File: src/rtl/bmf_pkg.sv
// Shared constants, types and helper functions of the 3x3 box mean filter.
`default_nettype none
package bmf_pkg;

    // Line store geometry.
    localparam int MAX_WIDTH     = 1024;
    localparam int ADDR_W        = $clog2(MAX_WIDTH);
    localparam int MAX_HEIGHT    = 4096;

    // Register and counter widths.
    localparam int WIDTH_W       = 11;
    localparam int HEIGHT_W      = 13;
    localparam int ROW_W         = 12;
    localparam int CFG_DATA_W    = 13;
    localparam int CFG_INDEX_W   = 1;

    // Register indexes of the configuration port.
    localparam logic [CFG_INDEX_W-1:0] CFG_FRAME_WIDTH  = 1'b0;
    localparam logic [CFG_INDEX_W-1:0] CFG_FRAME_HEIGHT = 1'b1;

    // Register values after reset.
    localparam logic [WIDTH_W-1:0]  RESET_WIDTH  = WIDTH_W'(640);
    localparam logic [HEIGHT_W-1:0] RESET_HEIGHT = HEIGHT_W'(480);

    // Channels of a pixel.
    localparam int NUM_CH   = 3;
    localparam int CH_W     = 8;
    localparam int CH_BLUE  = 0;
    localparam int CH_GREEN = 1;
    localparam int CH_RED   = 2;

    // Results a single request can produce, in delivery order.
    localparam int NUM_EMIT       = 4;
    localparam int EMIT_MID_MID   = 0;
    localparam int EMIT_MID_LAST  = 1;
    localparam int EMIT_LAST_MID  = 2;
    localparam int EMIT_LAST_LAST = 3;
    localparam int EMIT_CNT_W     = $clog2(NUM_EMIT + 1);

    // Sum widths: one window column, then the full neighbourhood.
    localparam int SUM_COL_W = 10;
    localparam int SUM_W     = 12;

    // Result queue.
    localparam int FIFO_DEPTH = 16;
    localparam int FIFO_PTR_W = $clog2(FIFO_DEPTH);
    localparam int FIFO_CNT_W = $clog2(FIFO_DEPTH + 1);
    localparam int RESV_W     = FIFO_CNT_W + 1;

    // Reciprocal of nine, exact for every sum below 32768.
    localparam int DIV9_MUL_W = 13;
    localparam int DIV9_SHIFT = 16;
    localparam logic [DIV9_MUL_W-1:0] DIV9_MUL = DIV9_MUL_W'(7282);

    typedef logic [NUM_CH-1:0][CH_W-1:0] t_pixel;
    typedef t_pixel [2:0][2:0]           t_window;
    typedef t_pixel [NUM_EMIT-1:0]       t_mean_set;
    typedef logic [NUM_EMIT-1:0]         t_emit;

    typedef struct packed {
        logic  row_zero;
        logic  row_one;
        logic  col_zero;
        t_emit emit;
    } t_step_ctl;

    typedef struct packed {
        t_pixel mean;
        logic   frame_done;
    } t_result;

    // Truncating division by nine through a reciprocal multiply.
    function automatic logic [CH_W-1:0] div9(input logic [SUM_W-1:0] sum);
        logic [SUM_W+DIV9_MUL_W-1:0] prod;
        prod = (SUM_W + DIV9_MUL_W)'(sum) * (SUM_W + DIV9_MUL_W)'(DIV9_MUL);
        return prod[DIV9_SHIFT +: CH_W];
    endfunction

endpackage
`default_nettype wire

File: src/rtl/bmf_mean.sv
// Column sums, neighbourhood totals and division by nine for the four result kinds.
`default_nettype none
module bmf_mean (
    input  logic               i_clk,
    input  logic               i_rst_n,
    input  logic               i_valid,
    input  bmf_pkg::t_window   i_window,
    input  bmf_pkg::t_emit     i_emit,
    output logic               o_valid,
    output bmf_pkg::t_emit     o_emit,
    output bmf_pkg::t_mean_set o_mean
);
    import bmf_pkg::*;

    logic [SUM_COL_W-1:0] n_cm [3][NUM_CH];
    logic [SUM_COL_W-1:0] n_cl [3][NUM_CH];
    logic [SUM_COL_W-1:0] r_cm [3][NUM_CH];
    logic [SUM_COL_W-1:0] r_cl [3][NUM_CH];
    logic                 r_valid;
    t_emit                r_emit;
    logic [SUM_W-1:0]     tot  [NUM_EMIT][NUM_CH];

    // Column sums: all three rows, and the bottom-border form with the last row doubled.
    always_comb begin
        for (int j = 0; j < 3; j++) begin
            for (int ch = 0; ch < NUM_CH; ch++) begin
                n_cm[j][ch] = SUM_COL_W'(i_window[0][j][ch]) +
                              SUM_COL_W'(i_window[1][j][ch]) +
                              SUM_COL_W'(i_window[2][j][ch]);
                n_cl[j][ch] = SUM_COL_W'(i_window[1][j][ch]) +
                              SUM_COL_W'({i_window[2][j][ch], 1'b0});
            end
        end
    end

    always_ff @(posedge i_clk) begin
        if (!i_rst_n) begin
            r_valid <= 1'b0;
        end else begin
            r_valid <= i_valid;
        end
    end

    always_ff @(posedge i_clk) begin
        r_cm   <= n_cm;
        r_cl   <= n_cl;
        r_emit <= i_emit;
    end

    // Totals over three columns, or with the right border column doubled.
    always_comb begin
        for (int ch = 0; ch < NUM_CH; ch++) begin
            tot[EMIT_MID_MID][ch]   = SUM_W'(r_cm[0][ch]) + SUM_W'(r_cm[1][ch]) +
                                      SUM_W'(r_cm[2][ch]);
            tot[EMIT_MID_LAST][ch]  = SUM_W'(r_cm[1][ch]) + SUM_W'({r_cm[2][ch], 1'b0});
            tot[EMIT_LAST_MID][ch]  = SUM_W'(r_cl[0][ch]) + SUM_W'(r_cl[1][ch]) +
                                      SUM_W'(r_cl[2][ch]);
            tot[EMIT_LAST_LAST][ch] = SUM_W'(r_cl[1][ch]) + SUM_W'({r_cl[2][ch], 1'b0});
        end
        for (int k = 0; k < NUM_EMIT; k++) begin
            for (int ch = 0; ch < NUM_CH; ch++) begin
                o_mean[k][ch] = div9(tot[k][ch]);
            end
        end
    end

    assign o_valid = r_valid;
    assign o_emit  = r_emit;

endmodule
`default_nettype wire

File: config.mk
export PLATFORM = sky130hd
export DESIGN_NAME = bmf_mean
export DESIGN_NICKNAME = d
export VERILOG_FILES = /design/src/rtl/bmf_pkg.sv /design/src/rtl/bmf_mean.sv
export SDC_FILE = /design/constraint.sdc
export NUM_CORES = 2
export LEC_CHECK = 0
export CORE_MARGIN = 3
export CORE_UTILIZATION = 50
export DETAILED_ROUTE_END_ITERATION = 10
export DONT_BUFFER_PORTS = 1
export GPL_ROUTABILITY_DRIVEN = 0
export PLACE_DENSITY = 0.65
export SYNTH_ARGS = -nofsm -noshare
export SYNTH_HDL_FRONTEND = slang
export SYNTH_SLANG_ARGS = --single-unit
File: constraint.sdc
create_clock -name i_clk -period 19.2 [get_ports i_clk]
set_clock_uncertainty 0.05 [all_clocks]
set_input_delay 1.92 -clock i_clk [delete_from_list [all_inputs] [get_ports i_clk]]
set_output_delay 1.92 -clock i_clk [all_outputs]
set_load 0.03 [all_outputs]
; Yosys cells after proc, flatten, opt, wreduce, memory -nomap -nowiden
; Cells that the tools add are included.
[totals]
regBits = 185
out_inout_bits = 101
word_cells = 77
[op_classes]
addsub = 45
multipliers = 12
[op_table]
columns = op, n
row1 = multiplier 12 x 12 -> 23 bit (second input constant), 12
row2 = adder 8 x 9 -> 10 bit, 9
row3 = adder 9 x 8 -> 10 bit, 9
row4 = adder 8 x 8 -> 9 bit, 9
row5 = adder 10 x 11 -> 12 bit, 6
row6 = adder 11 x 10 -> 12 bit, 6
row7 = adder 10 x 10 -> 11 bit, 6

; Logic depth before layout (Yosys ltp)
[depth]
ltp_word = 3
mapped_depth = 32

; Least setup slack after synthesis
; OpenSTA, ideal clock, no wires.
[synth_timing]
path_type = register -> output
startpoint = register r_cm[11] (netlist name)
endpoint = output o_mean[14] (netlist name)
t_arrival_ns = 7.082
required_time_ns = 17.230
setup_slack_ns = 10.148
path_stages_with_launch = 33
path_cell_list = dfxtp_1 inv_1 fa_1 inv_1 ha_1 fa_1 a21oi_1 nor2_1 nor2_1 o21bai_1 a21oi_1 o21ai_0 xor2_1 inv_1 fa_1 inv_1 ha_1 inv_1 fa_1 inv_1 fa_1 inv_1 fa_1 inv_1 ha_1 a21oi_1 o21ai_0 a21oi_1 a311o_1 o21ai_1 o21a_1 nor2_1 xnor2_1
[synth_lines]
columns = element, line
row1 = "start, declared", bmf_mean.sv:17  ; logic [SUM_COL_W-1:0] r_cm [3][NUM_CH];
row2 = "start signal, assigned", bmf_mean.sv:45  ; r_cm <= n_cm;
row3 = "end, declared", bmf_mean.sv:11  ; output bmf_pkg::t_mean_set o_mean

==> summary.md <==
| Metric | Value |
|---|---|
| Sequential fraction of the synthesis area | `9.42%` |
| Via/cell ratio | `5.05` |
| Gr usage total | `21.7%` |
| Seq cells post-synth | `185` |
| Cts repair resizes | `0` |
| Reg clk slew, reported paths | `90 ps` |
| RSZ-0062 raised after global routing | `false` |
| Post-Synthesis Cells | `4135` |
| CP max stage delay | `620 ps` |
| Number of global-route vias before repair | `28000` |
| Hold Crit Depth | `0` |
| Vias | `26300` |
| Worst EP required | `17230 ps` |
| Worst Path Arrival | `8320 ps` |
| Post-Synth XOR/XNOR Area | `8.65%` |
| Starting Density | `50.6%` |
| Largest net degree at the start of global routing | `25` |
| Chip Width | `286 um` |
| Post-CTS setup buffers | `0` |
| Mux cell area share after synthesis | `0.0255%` |
| Tcrit/Tclk final | `53.6%` |
| GRT Max-Usage Layer | `met2` |
| Slew Limit Fails | `0` |
| EDFF count, synth | `0` |
| GRT met3 Usage | `6.04%` |
| Mean Syn Cell Area | `9.51 um^2` |
| Hold Path Origin | `i_window[128]` |
| Max clock buf depth | `2` |
| Final hold vios | `0` |
| Max cap viols | `0` |
| Final nets | `5886` |
| Async SR Flop Fraction | `0%` |
| Most frequent cells after synthesis | `inv_1 (1045), ha_1 (1027), fa_1 (482)` |
| Syn Nets | `5867` |
| Largest family of logic cells by synthesized area | `adder cells` |
| P&R area growth vs syn | `4.98%` |
| Fraction of layout cells with a size suffix above 1 | `1.39%` |
| PortBufs | `0` |
| Post-layout util | `53.1%` |
| CTS tree | `yes` |
| Setup total negative slack | `0 ps` |
| CP max stage cell | `xnor2_1` |
| Post-Syn Area | `39300 um^2` |
| Met1 Use GR | `24.1%` |
| DRT Pass-1 Iters | `5` |
| Outcome | `complete, no violations` |
| Fmax achieved | `97.1 MHz` |
| Synth area leader | `ha_1` |
| Crit start category | `flop` |
| Area of the die | `82000 um^2` |
| Yosys top cell area share | `32.7%` |
| Total Wirelength | `85700 um` |
| DP HPWL | `80400 um` |
| Synthesized-area fraction occupied by and/or/nand/nor cells | `4.58%` |
| Hold WC Path Type | `input port to flop` |
| Critical path endpoint category | `output pin` |
| Hold endpoint | `r_cl[10]` |
| Worst Max-Slew Pin Slew | `1020 ps` |
| DRC viols | `0` |
| Min Tclk post-route | `10290 ps` |
| H-Tree Depth | `4` |
| Post-route non-filler standard cell count | `5207` |
| Initial antenna violation count | `1` |
| I/O pin cnt | `324` |
| Critical setup path kind | `flop to output pin` |
| Main flop type after synthesis | `dfxtp_1` |
| Synth Area in Compound Gates | `10.1%` |
| Row count | `102` |
| Worst Path Max Fanout | `5` |
| Met2 Usage GRT | `40.8%` |
| Crit path top cell by count | `inv_1` |
| # setup viols final | `0` |
| Core area | `77700 um^2` |
| First-pass GRT wire length | `141000 um` |
| GRT overflow | `0` |
| WL/cell | `16.5 um` |
| CTS Root Cell | `clkbuf_16` |
| Slew Limit Headroom | `31.8%` |
| Most numerous cell in the Yosys netlist | `inv_1` |
| Die H | `286 um` |
| Dpl cells | `5175` |
| Initial drt markers | `671` |
| CTS Hold Bufs | `0` |
| Area contributors post-synth | `ha_1 (33%), fa_1 (25%), inv_1 (10%), dfxtp_1 (9.4%), xnor2_1 (5.7%)` |
| Synth Area in Adders | `57.2%` |
| ANT nets after route | `0` |
| Yosys warns | `0` |
| Antenna fix cells | `0` |
| Netlist cell types | `66` |
| CTS buffer count | `17` |
| Clk sinks | `185` |
[per-stage QoR]
stage	hold slack (ps)	worst slack, ps	area, um^2
2_1_floorplan	1900	10150	39300
3_3_place_gp	1900	9590	40600
3_5_place_dp	1900	9370	40600
4_1_cts	1350	8800	41300
5_1_grt	1350	8420	41300
6_report	1390	8910	41300
[cell usage in the layout (no fill, tap or decap), drive strengths merged, types with 3 or more instances in the layout]
cell type and instances:
inv 1063, ha 1027, fa 482, xnor2 258
a21oi 227, dfxtp 185, xor2 128, o21ai 117
nor2 116, a21o 103, nand2 81, o21bai 56
nor3 44, nor2b 32, o21a 26, nand3 23
a21boi 22, clkbuf 17, a211oi 16, and3 13
nand4 12, and2 11, a31oi 10, nor4 9
or2 9, nand2b 8, a2111oi 7, o41ai 6
o211ai 5, and4 5, o2111ai 5, o31ai 4
a31o 4, a41o 3, or3 3, clkinv 3
[state kept, by name, indices dropped and copies added, names as in the netlist]
name / count
o_emit: 4
o_valid: 1
r_cl: 90
r_cm: 90
[worst max-delay path by stage]
| stage | depth (start not counted) | endpoint | startpoint | slack (ps) |
|---|---|---|---|---|
| final | 32 | o_mean[14] | r_cm[11] | 8910 |
| after global routing | 32 | o_mean[14] | r_cm[11] | 8420 |
| after CTS | 32 | o_mean[14] | r_cm[11] | 8800 |
| after detailed placement | 32 | o_mean[14] | r_cm[11] | 9370 |
| after global placement | 32 | o_mean[14] | r_cm[11] | 9590 |
| after floorplan | 32 | o_mean[14] | r_cm[11] | 10150 |
[per-layer routing]
layer	wire length, um	vias up
met1	33900	12500
met5	13	-
met2	44700	353
met4	1610	2
met3	5390	69
li1	-	13400
[critical path, delay by kind of cell, from the launching register on]
family	cells	cell delay, ps
xor+xnor	2	1050
flops	1	340
fa+ha+maj	9	3780
buf+inv	8	500
compound gates	10	1910
simple gates	3	240
[layout make-up]
type / count / area [um^2]
clock buffers: 17 / 425
well taps: 1040 / 1300
flip-flops and latches: 185 / 3700
multi-input cells: 2898 / 31700
clock inverters: 15 / 226
fillers: 7116 / 36400
repair buffers: 1 / 7.51
inverters: 1051 / 3950
[logic make-up after synthesis]
family	count (synthesis)
muxes	1
DFF	185
buffers and inverters	1052
and+or+nand+nor	375
adders and majority gates	1509
AOI/OAI and AO/OA	627
xor gates and xnor gates	386
Power is not shown: default switching activity piles up to over one toggle a cycle in this logic, so the estimate is an artifact.
